## src/rtl/glig_pkg.sv

```systemverilog
// Shared constants, state encoding and control structs of the grid LOD index generator.
package glig_pkg;

  // Fixed field widths
  localparam int CFG_W = 11;
  localparam int VIW   = 20;
  localparam int LVW   = 4;
  localparam int CRW   = 3;

  // Default largest grid side
  localparam int MAX_SIDE_DEF = 1024;

  // Position of the sixth index of a cell
  localparam logic [CRW-1:0] LAST_CORNER = 3'd5;

  typedef enum logic [2:0] {
    ST_IDLE,
    ST_ENTER,
    ST_DIV,
    ST_MUL,
    ST_BASE,
    ST_EMIT,
    ST_FIN
  } state_t;

  // Controller to datapath
  typedef struct packed {
    logic load_side;
    logic set_finished;
    logic div_start;
    logic div_take;
    logic mul;
    logic base;
    logic emit;
    logic step;
    logic emit_done;
  } ctrl_cmd_t;

  // Datapath to controller
  typedef struct packed {
    logic finished;
    logic div_big;
    logic div_done;
    logic out_free;
    logic last_corner;
    logic level_end;
  } ctrl_sts_t;

endpackage

```

## src/rtl/glig_div.sv

```systemverilog
// Restoring divider, one quotient bit per cycle, for the level stride.
module glig_div #(
  parameter int SW = 11
) (
  input  logic          clk,
  input  logic          rst,
  input  logic          start,
  input  logic [SW-1:0] num,
  input  logic [SW-1:0] den,
  output logic          done,
  output logic [SW-1:0] quo
);

  localparam int CNTW = $clog2(SW + 1);

  logic            busy;
  logic [CNTW-1:0] cnt;
  logic [SW-1:0]   rem;
  logic [SW:0]     shifted;
  logic            ge;
  logic [SW:0]     diff;

  // one trial subtraction per cycle
  always_comb begin
    shifted = {rem, quo[SW-1]};
    ge      = shifted >= {1'b0, den};
    diff    = shifted - {1'b0, den};
  end

  always_ff @(posedge clk) begin
    if (rst) begin
      busy <= 1'b0;
      done <= 1'b0;
      cnt  <= '0;
    end else begin
      // done pulses the cycle after the last quotient bit
      done <= busy && !start && (cnt == CNTW'(1));
      if (start) begin
        busy <= 1'b1;
        cnt  <= CNTW'(SW);
      end else if (busy) begin
        cnt <= cnt - 1'b1;
        if (cnt == CNTW'(1)) begin
          busy <= 1'b0;
        end
      end
    end
  end

  // remainder and quotient shift register
  always_ff @(posedge clk) begin
    if (start) begin
      rem <= '0;
      quo <= num;
    end else if (busy) begin
      rem <= ge ? diff[SW-1:0] : shifted[SW-1:0];
      quo <= {quo[SW-2:0], ge};
    end
  end

endmodule

```

## src/rtl/glig_dpath.sv

```systemverilog
// Datapath: side and level registers, grid walk, index arithmetic and result register.
module glig_dpath #(
  parameter int MAX_SIDE = glig_pkg::MAX_SIDE_DEF
) (
  input  logic                     clk,
  input  logic                     rst,
  input  logic                     cfg_we,
  input  logic [glig_pkg::CFG_W-1:0] cfg_side,
  input  glig_pkg::ctrl_cmd_t      cmd,
  output glig_pkg::ctrl_sts_t      sts,
  input  logic                     out_stall,
  output logic                     out_valid,
  output logic [glig_pkg::LVW-1:0] level,
  output logic [glig_pkg::VIW-1:0] vertex_index,
  output logic [glig_pkg::CRW-1:0] corner,
  output logic                     last_of_cell,
  output logic                     last_of_level,
  output logic                     done_res
);

  import glig_pkg::*;

  localparam int SW = $clog2(MAX_SIDE + 1);
  localparam int CW = (SW > CFG_W) ? SW : CFG_W;

  logic [CFG_W-1:0] side_cfg;
  logic [SW-1:0]    side_l;
  logic [SW-1:0]    divisor;
  logic [SW-1:0]    stride;
  logic [SW-1:0]    row;
  logic [SW-1:0]    column;
  logic [LVW-1:0]   level_cnt;
  logic             finished;
  logic [VIW-1:0]   prod_row;
  logic [VIW-1:0]   prod_sm;
  logic [VIW-1:0]   base;
  logic [CRW-1:0]   corner_cnt;

  logic [SW-1:0]    side_sat;
  logic [SW:0]      col_sum;
  logic [SW:0]      row_sum;
  logic [SW:0]      lim;
  logic             wrap;
  logic             level_end;
  logic [2*SW-1:0]  mul_row;
  logic [2*SW-1:0]  mul_sm;
  logic [VIW-1:0]   idx;
  logic             out_free;
  logic             div_done;
  logic [SW-1:0]    div_quo;

  // side clamp at restart
  assign side_sat = (CW'(side_cfg) > CW'(MAX_SIDE)) ? SW'(MAX_SIDE) : SW'(side_cfg);

  // next cell position and end of level
  always_comb begin
    col_sum   = {1'b0, column} + {1'b0, stride};
    row_sum   = {1'b0, row} + {1'b0, stride};
    lim       = {1'b0, side_l - stride};
    wrap      = col_sum >= lim;
    level_end = wrap && (row_sum >= lim);
  end

  // products for the cell base and row offset
  assign mul_row = side_l * row;
  assign mul_sm  = side_l * stride;

  // index of the current corner
  always_comb begin
    unique case (corner_cnt)
      3'd0:    idx = base;
      3'd1:    idx = base + VIW'(stride);
      3'd2:    idx = base + prod_sm;
      3'd3:    idx = base + VIW'(stride);
      3'd4:    idx = base + prod_sm;
      3'd5:    idx = base + prod_sm + VIW'(stride);
      default: idx = base;
    endcase
  end

  assign out_free = !out_valid || !out_stall;

  glig_div #(.SW(SW)) u_div (
    .clk   (clk),
    .rst   (rst),
    .start (cmd.div_start),
    .num   (side_l - 1'b1),
    .den   (divisor - 1'b1),
    .done  (div_done),
    .quo   (div_quo)
  );

  // configuration register
  always_ff @(posedge clk) begin
    if (rst) begin
      side_cfg <= '0;
    end else if (cfg_we) begin
      side_cfg <= cfg_side;
    end
  end

  // level and walk state
  always_ff @(posedge clk) begin
    if (rst) begin
      side_l    <= '0;
      divisor   <= '0;
      stride    <= SW'(1);
      row       <= '0;
      column    <= '0;
      level_cnt <= '0;
      finished  <= 1'b1;
    end else begin
      if (cmd.load_side) begin
        side_l    <= side_sat;
        divisor   <= side_sat;
        level_cnt <= '0;
        stride    <= SW'(1);
      end
      if (cmd.set_finished) begin
        finished <= 1'b1;
      end
      if (cmd.div_take) begin
        stride   <= div_quo;
        row      <= '0;
        column   <= '0;
        finished <= 1'b0;
      end
      if (cmd.step) begin
        if (wrap) begin
          column <= '0;
          row    <= row_sum[SW-1:0];
        end else begin
          column <= col_sum[SW-1:0];
        end
        if (level_end) begin
          level_cnt <= level_cnt + 1'b1;
          divisor   <= {1'b0, divisor[SW-1:1]} + 1'b1;
        end
      end
    end
  end

  // cell arithmetic registers
  always_ff @(posedge clk) begin
    if (cmd.mul) begin
      prod_row <= VIW'(mul_row);
      prod_sm  <= VIW'(mul_sm);
    end
    if (cmd.base) begin
      base       <= prod_row + VIW'(column);
      corner_cnt <= '0;
    end else if (cmd.emit) begin
      corner_cnt <= corner_cnt + 1'b1;
    end
  end

  // result register
  always_ff @(posedge clk) begin
    if (rst) begin
      out_valid <= 1'b0;
    end else if (cmd.emit || cmd.emit_done) begin
      out_valid <= 1'b1;
    end else if (out_valid && !out_stall) begin
      out_valid <= 1'b0;
    end
  end

  always_ff @(posedge clk) begin
    if (cmd.emit) begin
      level         <= level_cnt;
      vertex_index  <= idx;
      corner        <= corner_cnt;
      last_of_cell  <= corner_cnt == LAST_CORNER;
      last_of_level <= (corner_cnt == LAST_CORNER) && level_end;
      done_res      <= 1'b0;
    end else if (cmd.emit_done) begin
      level         <= '0;
      vertex_index  <= '0;
      corner        <= '0;
      last_of_cell  <= 1'b0;
      last_of_level <= 1'b0;
      done_res      <= 1'b1;
    end
  end

  // status to controller
  always_comb begin
    sts.finished    = finished;
    sts.div_big     = divisor > SW'(2);
    sts.div_done    = div_done;
    sts.out_free    = out_free;
    sts.last_corner = corner_cnt == LAST_CORNER;
    sts.level_end   = level_end;
  end

endmodule

```

## src/rtl/glig_ctrl.sv

```systemverilog
// Controller state machine: item intake, level entry, cell emission sequence, done result.
module glig_ctrl (
  input  logic                clk,
  input  logic                rst,
  input  logic                in_valid,
  input  logic                restart,
  output logic                in_stall,
  input  glig_pkg::ctrl_sts_t sts,
  output glig_pkg::ctrl_cmd_t cmd
);

  import glig_pkg::*;

  state_t state;
  state_t state_next;

  always_ff @(posedge clk) begin
    if (rst) begin
      state <= ST_IDLE;
    end else begin
      state <= state_next;
    end
  end

  // next state
  always_comb begin
    state_next = state;
    unique case (state)
      ST_IDLE: begin
        if (in_valid) begin
          priority if (restart) state_next = ST_ENTER;
          else if (sts.finished) state_next = ST_FIN;
          else state_next = ST_MUL;
        end
      end
      ST_ENTER: state_next = sts.div_big ? ST_DIV : ST_IDLE;
      ST_DIV: begin
        if (sts.div_done) state_next = ST_IDLE;
      end
      ST_MUL:  state_next = ST_BASE;
      ST_BASE: state_next = ST_EMIT;
      ST_EMIT: begin
        if (sts.out_free && sts.last_corner) begin
          state_next = sts.level_end ? ST_ENTER : ST_IDLE;
        end
      end
      ST_FIN: begin
        if (sts.out_free) state_next = ST_IDLE;
      end
      default: state_next = ST_IDLE;
    endcase
  end

  // commands
  always_comb begin
    cmd      = '0;
    in_stall = 1'b1;
    unique case (state)
      ST_IDLE: begin
        in_stall      = 1'b0;
        cmd.load_side = in_valid && restart;
      end
      ST_ENTER: begin
        cmd.div_start    = sts.div_big;
        cmd.set_finished = !sts.div_big;
      end
      ST_DIV:  cmd.div_take = sts.div_done;
      ST_MUL:  cmd.mul = 1'b1;
      ST_BASE: cmd.base = 1'b1;
      ST_EMIT: begin
        cmd.emit = sts.out_free;
        cmd.step = sts.out_free && sts.last_corner;
      end
      ST_FIN:  cmd.emit_done = sts.out_free;
      default: cmd = '0;
    endcase
  end

endmodule

```

## src/rtl/grid_lod_index_generator.sv

```systemverilog
// Top level: grid LOD triangle index generator, controller plus datapath.
// Advance item: the cell passes the MUL and BASE states before its first index reaches
//   the output register, then one index per cycle while the output is not stalled.
// Restart, and the end of each level: if the divisor exceeds 2, the stride divider
//   (SW bits, SW = clog2(MAX_SIDE+1), 11 by default) computes the new stride; otherwise the block reads as finished.
// Done item: one result. One item is in work at a time.
// Reset: synchronous; grid_side clears to 0, the block reads as finished until restart.
module grid_lod_index_generator #(
  parameter int MAX_SIDE = glig_pkg::MAX_SIDE_DEF
) (
  input  logic                     clk,
  input  logic                     rst,
  input  logic                     cfg_valid,
  output logic                     cfg_ready,
  input  logic [glig_pkg::CFG_W-1:0] grid_side,
  input  logic                     in_valid,
  output logic                     in_stall,
  input  logic                     restart,
  output logic                     out_valid,
  input  logic                     out_stall,
  output logic [glig_pkg::LVW-1:0] level,
  output logic [glig_pkg::VIW-1:0] vertex_index,
  output logic [glig_pkg::CRW-1:0] corner,
  output logic                     last_of_cell,
  output logic                     last_of_level,
  output logic                     done_res
);

  import glig_pkg::*;

  ctrl_cmd_t cmd;
  ctrl_sts_t sts;

  // configuration writes are always taken
  assign cfg_ready = 1'b1;

  glig_ctrl u_ctrl (
    .clk      (clk),
    .rst      (rst),
    .in_valid (in_valid),
    .restart  (restart),
    .in_stall (in_stall),
    .sts      (sts),
    .cmd      (cmd)
  );

  glig_dpath #(.MAX_SIDE(MAX_SIDE)) u_dpath (
    .clk           (clk),
    .rst           (rst),
    .cfg_we        (cfg_valid && cfg_ready),
    .cfg_side      (grid_side),
    .cmd           (cmd),
    .sts           (sts),
    .out_stall     (out_stall),
    .out_valid     (out_valid),
    .level         (level),
    .vertex_index  (vertex_index),
    .corner        (corner),
    .last_of_cell  (last_of_cell),
    .last_of_level (last_of_level),
    .done_res      (done_res)
  );

endmodule
```

## config.mk

```make
export PLATFORM = sky130hd
export DESIGN_NAME = grid_lod_index_generator
export DESIGN_NICKNAME = d
export VERILOG_FILES = /design/src/rtl/glig_pkg.sv /design/src/rtl/glig_div.sv /design/src/rtl/glig_dpath.sv /design/src/rtl/glig_ctrl.sv /design/src/rtl/grid_lod_index_generator.sv
export SDC_FILE = /design/constraint.sdc
export NUM_CORES = 1
export LEC_CHECK = 0
export BUFFER_PORTS_ARGS = -buffer_cell sky130_fd_sc_hd__buf_2
export CAP_MARGIN = 20
export CORE_MARGIN = 2
export CORE_UTILIZATION = 65
export DETAILED_ROUTE_END_ITERATION = 16
export GPL_ROUTABILITY_DRIVEN = 1
export GPL_TIMING_DRIVEN = 0
export PLACE_DENSITY = 0.91
export REMOVE_ABC_BUFFERS = 1
export SYNTH_ARGS = -nofsm -noshare
export SYNTH_HDL_FRONTEND = slang
export SYNTH_SLANG_ARGS = --single-unit
```

## constraint.sdc

```tcl
create_clock -name clk -period 13.5 [get_ports clk]
set_input_delay 2.7 -clock clk [delete_from_list [all_inputs] [get_ports clk]]
set_output_delay 2.7 -clock clk [all_outputs]
set_load 0.005 [all_outputs]
```

# ---- Word level (Yosys, flattened, before mapping)
# Cells that the tools add are included.
dict set report word_totals {
  ff_bits 196
  inputBits 17
  wordCells 141
}
dict set report op_classes {
  addsub 14
  multipliers 2
  n_lt_le_gt_ge 5
  n_eq_ne 16
  mux 54
  reduce_logical 24
}
# cell n
set ops {}
lappend ops {{$mux W11} 15}
lappend ops {{$add A20 B11 Y20} 3}
lappend ops {{$pmux W20 S3} 1}
lappend ops {{$mul A11 B11 Y20} 2}
lappend ops {{$mux W20} 2}
lappend ops {{$ge A12 B11 Y1} 3}
lappend ops {{$mux W4} 7}
lappend ops {{$add A11 B11 Y12} 2}
lappend ops {{$mux W3} 8}
lappend ops {{$sub A11 B1 Y11 const B} 2}
lappend ops {{$sub A11 B11 Y11} 2}
lappend ops {{$pmux W3 S7} 1}
lappend ops {{$add A20 B20 Y20} 1}
lappend ops {{$mux W1} 17}
lappend ops {{$eq A3 B3 Y1 const B} 5}
lappend ops {{$eq A3 B2 Y1 const B} 4}
lappend ops {{$reduce_bool A2 Y1} 6}
lappend ops {{$add A10 B1 Y11 const B} 1}
lappend ops {{$gt A11 B11 Y1 const B} 1}
lappend ops {{$gt A11 B2 Y1 const B} 1}
lappend ops {{$logic_and A1 B1 Y1} 7}
lappend ops {{$eq A3 B1 Y1 const B} 2}
lappend ops {{$mux W2} 3}
lappend ops {{$ne A2 B1 Y1 const B} 3}
lappend ops {{other kinds (10)} 16}

# ---- Depth between registers and ports, before layout
dict set report logic_depth {
  ltp_word 6
  mapped_depth 24
}

# ---- Cells and area by module
# A second synthesis with hierarchy kept.
dict set report hier_totals {
  cells_unflattened 2343
  hier_area_um2 20821.2
}
# module instances cells_per_inst area_per_inst_um2 seq_area_each_um2
set by_module_without_submodules {}
lappend by_module_without_submodules {glig_dpath 1 2106 18644.1 4194.0}
lappend by_module_without_submodules {glig_div 1 193 1849.3 670.6}
lappend by_module_without_submodules {glig_ctrl 1 42 316.6 60.1}
lappend by_module_without_submodules {grid_lod_index_generator 1 2 11.3 0.0}

# ---- Worst setup path after synthesis
# No wires, ideal clock.
dict set report synth_path {
  path_kind {register -> register}
  from {register u_dpath.side_l[1]}
  to {register u_dpath.prod_sm[18], data pin}
  setup_time_ps 258
  arrival_ps 5289
  required_time_ps 13242
  path_slack_ps 7953
  stages_incl_launch_ff 20
  path_cell_list {dfxtp_1 -> clkbuf_1 -> clkbuf_1 -> nand2_1 -> fa_1 -> fa_1 -> inv_1 -> fa_1 -> fa_1 -> inv_1 -> fa_1 -> inv_1 -> ha_1 -> and2_1 -> o21ai_0 -> o31ai_1 -> o41ai_1 -> o2111ai_1 -> a21oi_1 -> xnor2_1}
}
dict set report synth_between {
  elab_chain_cells 1
}
# item line_no
set synth_rtl {}
lappend synth_rtl {{start: declaration} glig_dpath.sv:27} ;# logic [SW-1:0] side_l;
lappend synth_rtl {{start signal: assignment} glig_dpath.sv:114} ;# side_l <= side_sat;
lappend synth_rtl {{$mul A11 B11 Y20} glig_dpath.sv:66} ;# assign mul_sm = side_l * stride;
lappend synth_rtl {{net u_dpath.mul_sm[18]} glig_dpath.sv:46} ;# logic [2*SW-1:0] mul_sm;
lappend synth_rtl {{end signal: assignment} glig_dpath.sv:147} ;# prod_sm <= VIW'(mul_sm);
lappend synth_rtl {{end: declaration} glig_dpath.sv:35} ;# logic [VIW-1:0] prod_sm;
# The timed path passes the listed nets, and every way through them passes these cells.
# A chain may end at the register's enable or synchronous reset.

# ---- Final worst setup path
dict set report layout_path {
  from {register u_dpath.side_l[0]}
  to {register u_dpath.prod_sm[19], data pin}
}
# Same word-level chain as after synthesis.

==> impl_metrics.toml <==
[status]
outcome = "finished, final reports clean"

[floorplan]
die_area_um2 = 32600
die_height_um = 180
row_count = 64
io_pins = 50
core_area_um2 = 30700
die_x_um = 180
initial_core_util = 0.660

[synthesis]
synth_cell_type_count = 72
yosysMostFrequentCell = "inv_1"
ys_seq_elements = 196
synth_largest_area_cell = "fa_1"
synthDominantCellAreaShare = 0.163
ys.flop_type = "edfxtp_1"
synth-edff-count = 100
synth_cells = 2294
ys_seq_area_frac = 0.243
ys_async_sr_fraction = 0
syn_avg_cell_area_um2 = 8.82
yosys-top-cells-count = "inv_1 (289), nand2_1 (249), ha_1 (230), fa_1 (165), nor2_1 (165)"
netlist_area_um2 = 20200
synthTopCellsByArea = "fa_1 (16%), edfxtp_1 (15%), ha_1 (14%), dfxtp_1 (9.5%), inv_1 (5.4%)"
yosysWarnings = 0

[global_route]
grt_pass1_wl_um = 82600
track_usage = 0.311
grt_overflow = 0
first_global_vias = 17300
grt_max_degree = 51
antenna_found_initial = 0

[clock_tree]
root_buffer = "clkbuf_16"
cts_made_buffers = 17
post_cts.repair.setup_buffers = 0
htreeDepth = 4
clockBufferDepth = 2
clkSlewWorstSetupHoldPaths_ns = 0.08
cts_sinks = 196
ctsResizeCount = 0
clkLatencyLatePin_ns = 0.48
cts_hold_buf = 0
cts_tree = "done"

[drt]
drt_iter0_markers = 1508
routed_wl_um = 50400
wire_per_inst_um = 18.8
post-route-drc-count = 0
vias = 16800
vias_per_cell = 6.28
final_antenna_net_count = 0
firstDrtPassIters = 6

[cells_and_area]
drive_gt1_frac = 0.0547
nNetsFinal = 2684
multiInputGateArea_um2 = 13800
antenna_cells = 0
fillCellCount = 2089
area_delta_synth_final_pct = 5.69
seqCellArea_um2 = 4920

[pwr]
leakage_uw = 0.0100
switching_share = 0.343
p_seq_frac = 0.429
peakVddDrop_mv = 0.0896
p_clk_frac = 0.307
internal_power_uw = 1100
p_comb_frac = 0.264
switchingPower_uw = 573
power.density_nw_per_um2 = 78.0

[critical_path]
crit_slowest_cell = "dfxtp_1"
worstPathArrival_ns = 7.22
critPathKind = "reg2reg"
path_cells = "clkinv_1, nor2_1, ha_1, ha_1, inv_1, fa_1, inv_1, ha_1, inv_1, fa_1, inv_1, ha_1, nor2b_1, o21ai_0, a21boi_0, o21ai_0, a22oi_1, and4_1, o31ai_1, o2111ai_1, a21oi_1, xnor2_1"
cp.required_ns = 13.73
worstPathMaxFanout = 20
crit_path_end_kind = "register"
critPathLaunchType = "register"
worst_path_largest_cell_delay_ns = 1.07

[placed_design]
port_buffers = 48
place.gp.congestion = 0.885
dp_hpwl_um = 36600

[timing]
tightest_slew_ns = 1.17
finalHoldViolations = 0
skew_ns = 0.0164
maxSlewViolCount = 0
slew_headroom = 0.219
clock.fmax_mhz = 143
rsz0062_at_grt = "no"
period_share = 0.518
period_needed_ns = 6.99
whs_ns = 0.506
fin_tns_setup_ns = 0
finalSetupViolations = 0

[flow_run]
cap_violations = 0

[min_path]
hold_class = "reg2reg"
## worst max-delay path, delay by kind of cell, from the launching register on
kind	cells	cell delay, ns
simple gates	3	0.74
flops	1	1.07
xor+xnor	1	0.08
compound gates	7	1.84
fa+ha+maj	6	2.01
buf+inv	5	0.98
## final timing paths
check,end,from,slack (ns),cells past startpoint
worst min register to register,u_dpath.corner_cnt[1],u_dpath.corner_cnt[1],0.51,2
worst max-delay path,u_dpath.prod_sm[19],u_dpath.side_l[0],6.51,22
worst max register to register,u_dpath.prod_sm[19],u_dpath.side_l[0],6.51,22
worst min-delay path,u_dpath.corner_cnt[1],u_dpath.corner_cnt[1],0.51,2
## kinds of logic after synthesis
group / count (synthesis) / synth area share
buffers and inverters: 397 / 0.0754
multiplexers: 31 / 0.0156
adder cells (fa/ha/maj): 395 / 0.305
XOR/XNOR: 138 / 0.0597
flip-flops: 196 / 0.243
other: 1 / 0.000185
AND/OR/NAND/NOR: 735 / 0.173
AO/OA/AOI/OAI: 401 / 0.128
## metrics by stage
| stage | setup slack (ns) | utilization | power, uW | instance area, um2 | std cells |
|---|---|---|---|---|---|
| 6_report | 6.51 | 0.698 | 1670 | 21400 | 2681 |
| 5_1_grt | 6.22 | 0.698 | 1730 | 21400 | 2681 |
| 4_1_cts | 6.76 | 0.694 | 1640 | 21300 | 2675 |
| 3_5_place_dp | 6.74 | 0.676 | 1140 | 20700 | 2643 |
| 3_3_place_gp | 6.96 | 0.670 | 1110 | 20500 | 2632 |
| 2_1_floorplan | 8.13 | - | 1020 | 19800 | 2188 |
## cells in the final DEF, fill, tap and decap left out, drive strengths merged, types with 20 or more instances in the layout
master | Yosys | layout
inv | 289 | 297
nand2 | 251 | 251
ha | 230 | 230
nor2 | 165 | 165
fa | 165 | 165
and2 | 126 | 126
a21oi | 123 | 123
xnor2 | 106 | 106
edfxtp | 100 | 100
dfxtp | 96 | 96
o21ai | 73 | 73
buf | 12 | 65
nand3 | 51 | 51
nor3 | 36 | 36
a22oi | 33 | 33
xor2 | 32 | 32
a21o | 32 | 32
mux2i | 27 | 27
a211oi | 20 | 20
## area by class of cell
| type | instances | area share |
|---|---|---|
| multi-input combinational | 1701 | 0.645 |
| sequential | 196 | 0.230 |
| inverter | 291 | 0.0511 |
| timing repair buffer | 65 | 0.0240 |
| tap | 396 | 0.0232 |
| clock buffer | 19 | 0.0207 |
| clock inverter | 13 | 0.00544 |
## sequential cells by signal (all words and copies together) (netlist names), 20 cells and up
name                  flops
u_dpath.base             20
u_dpath.prod_row         20
u_dpath.prod_sm          20
u_dpath.vertex_index     20
## power groups by stage
stage,sequential [uW],clock (uW),combinational [uW]
after detailed placement,728,0,416
after floorplan,714,0,310
after global placement,728,0,379
after CTS,715,508,422
after global routing,719,531,482
final,715,513,441
## per-layer routing
metal	share of wire	wire [um]	global-route usage
met4	0.042	2110	0.151
met3	0.079	4000	0.0532
met5	0	0	0
met2	0.50	25000	0.538
met1	0.38	19300	0.377
Note: power is estimated with default switching activity, not from simulation.
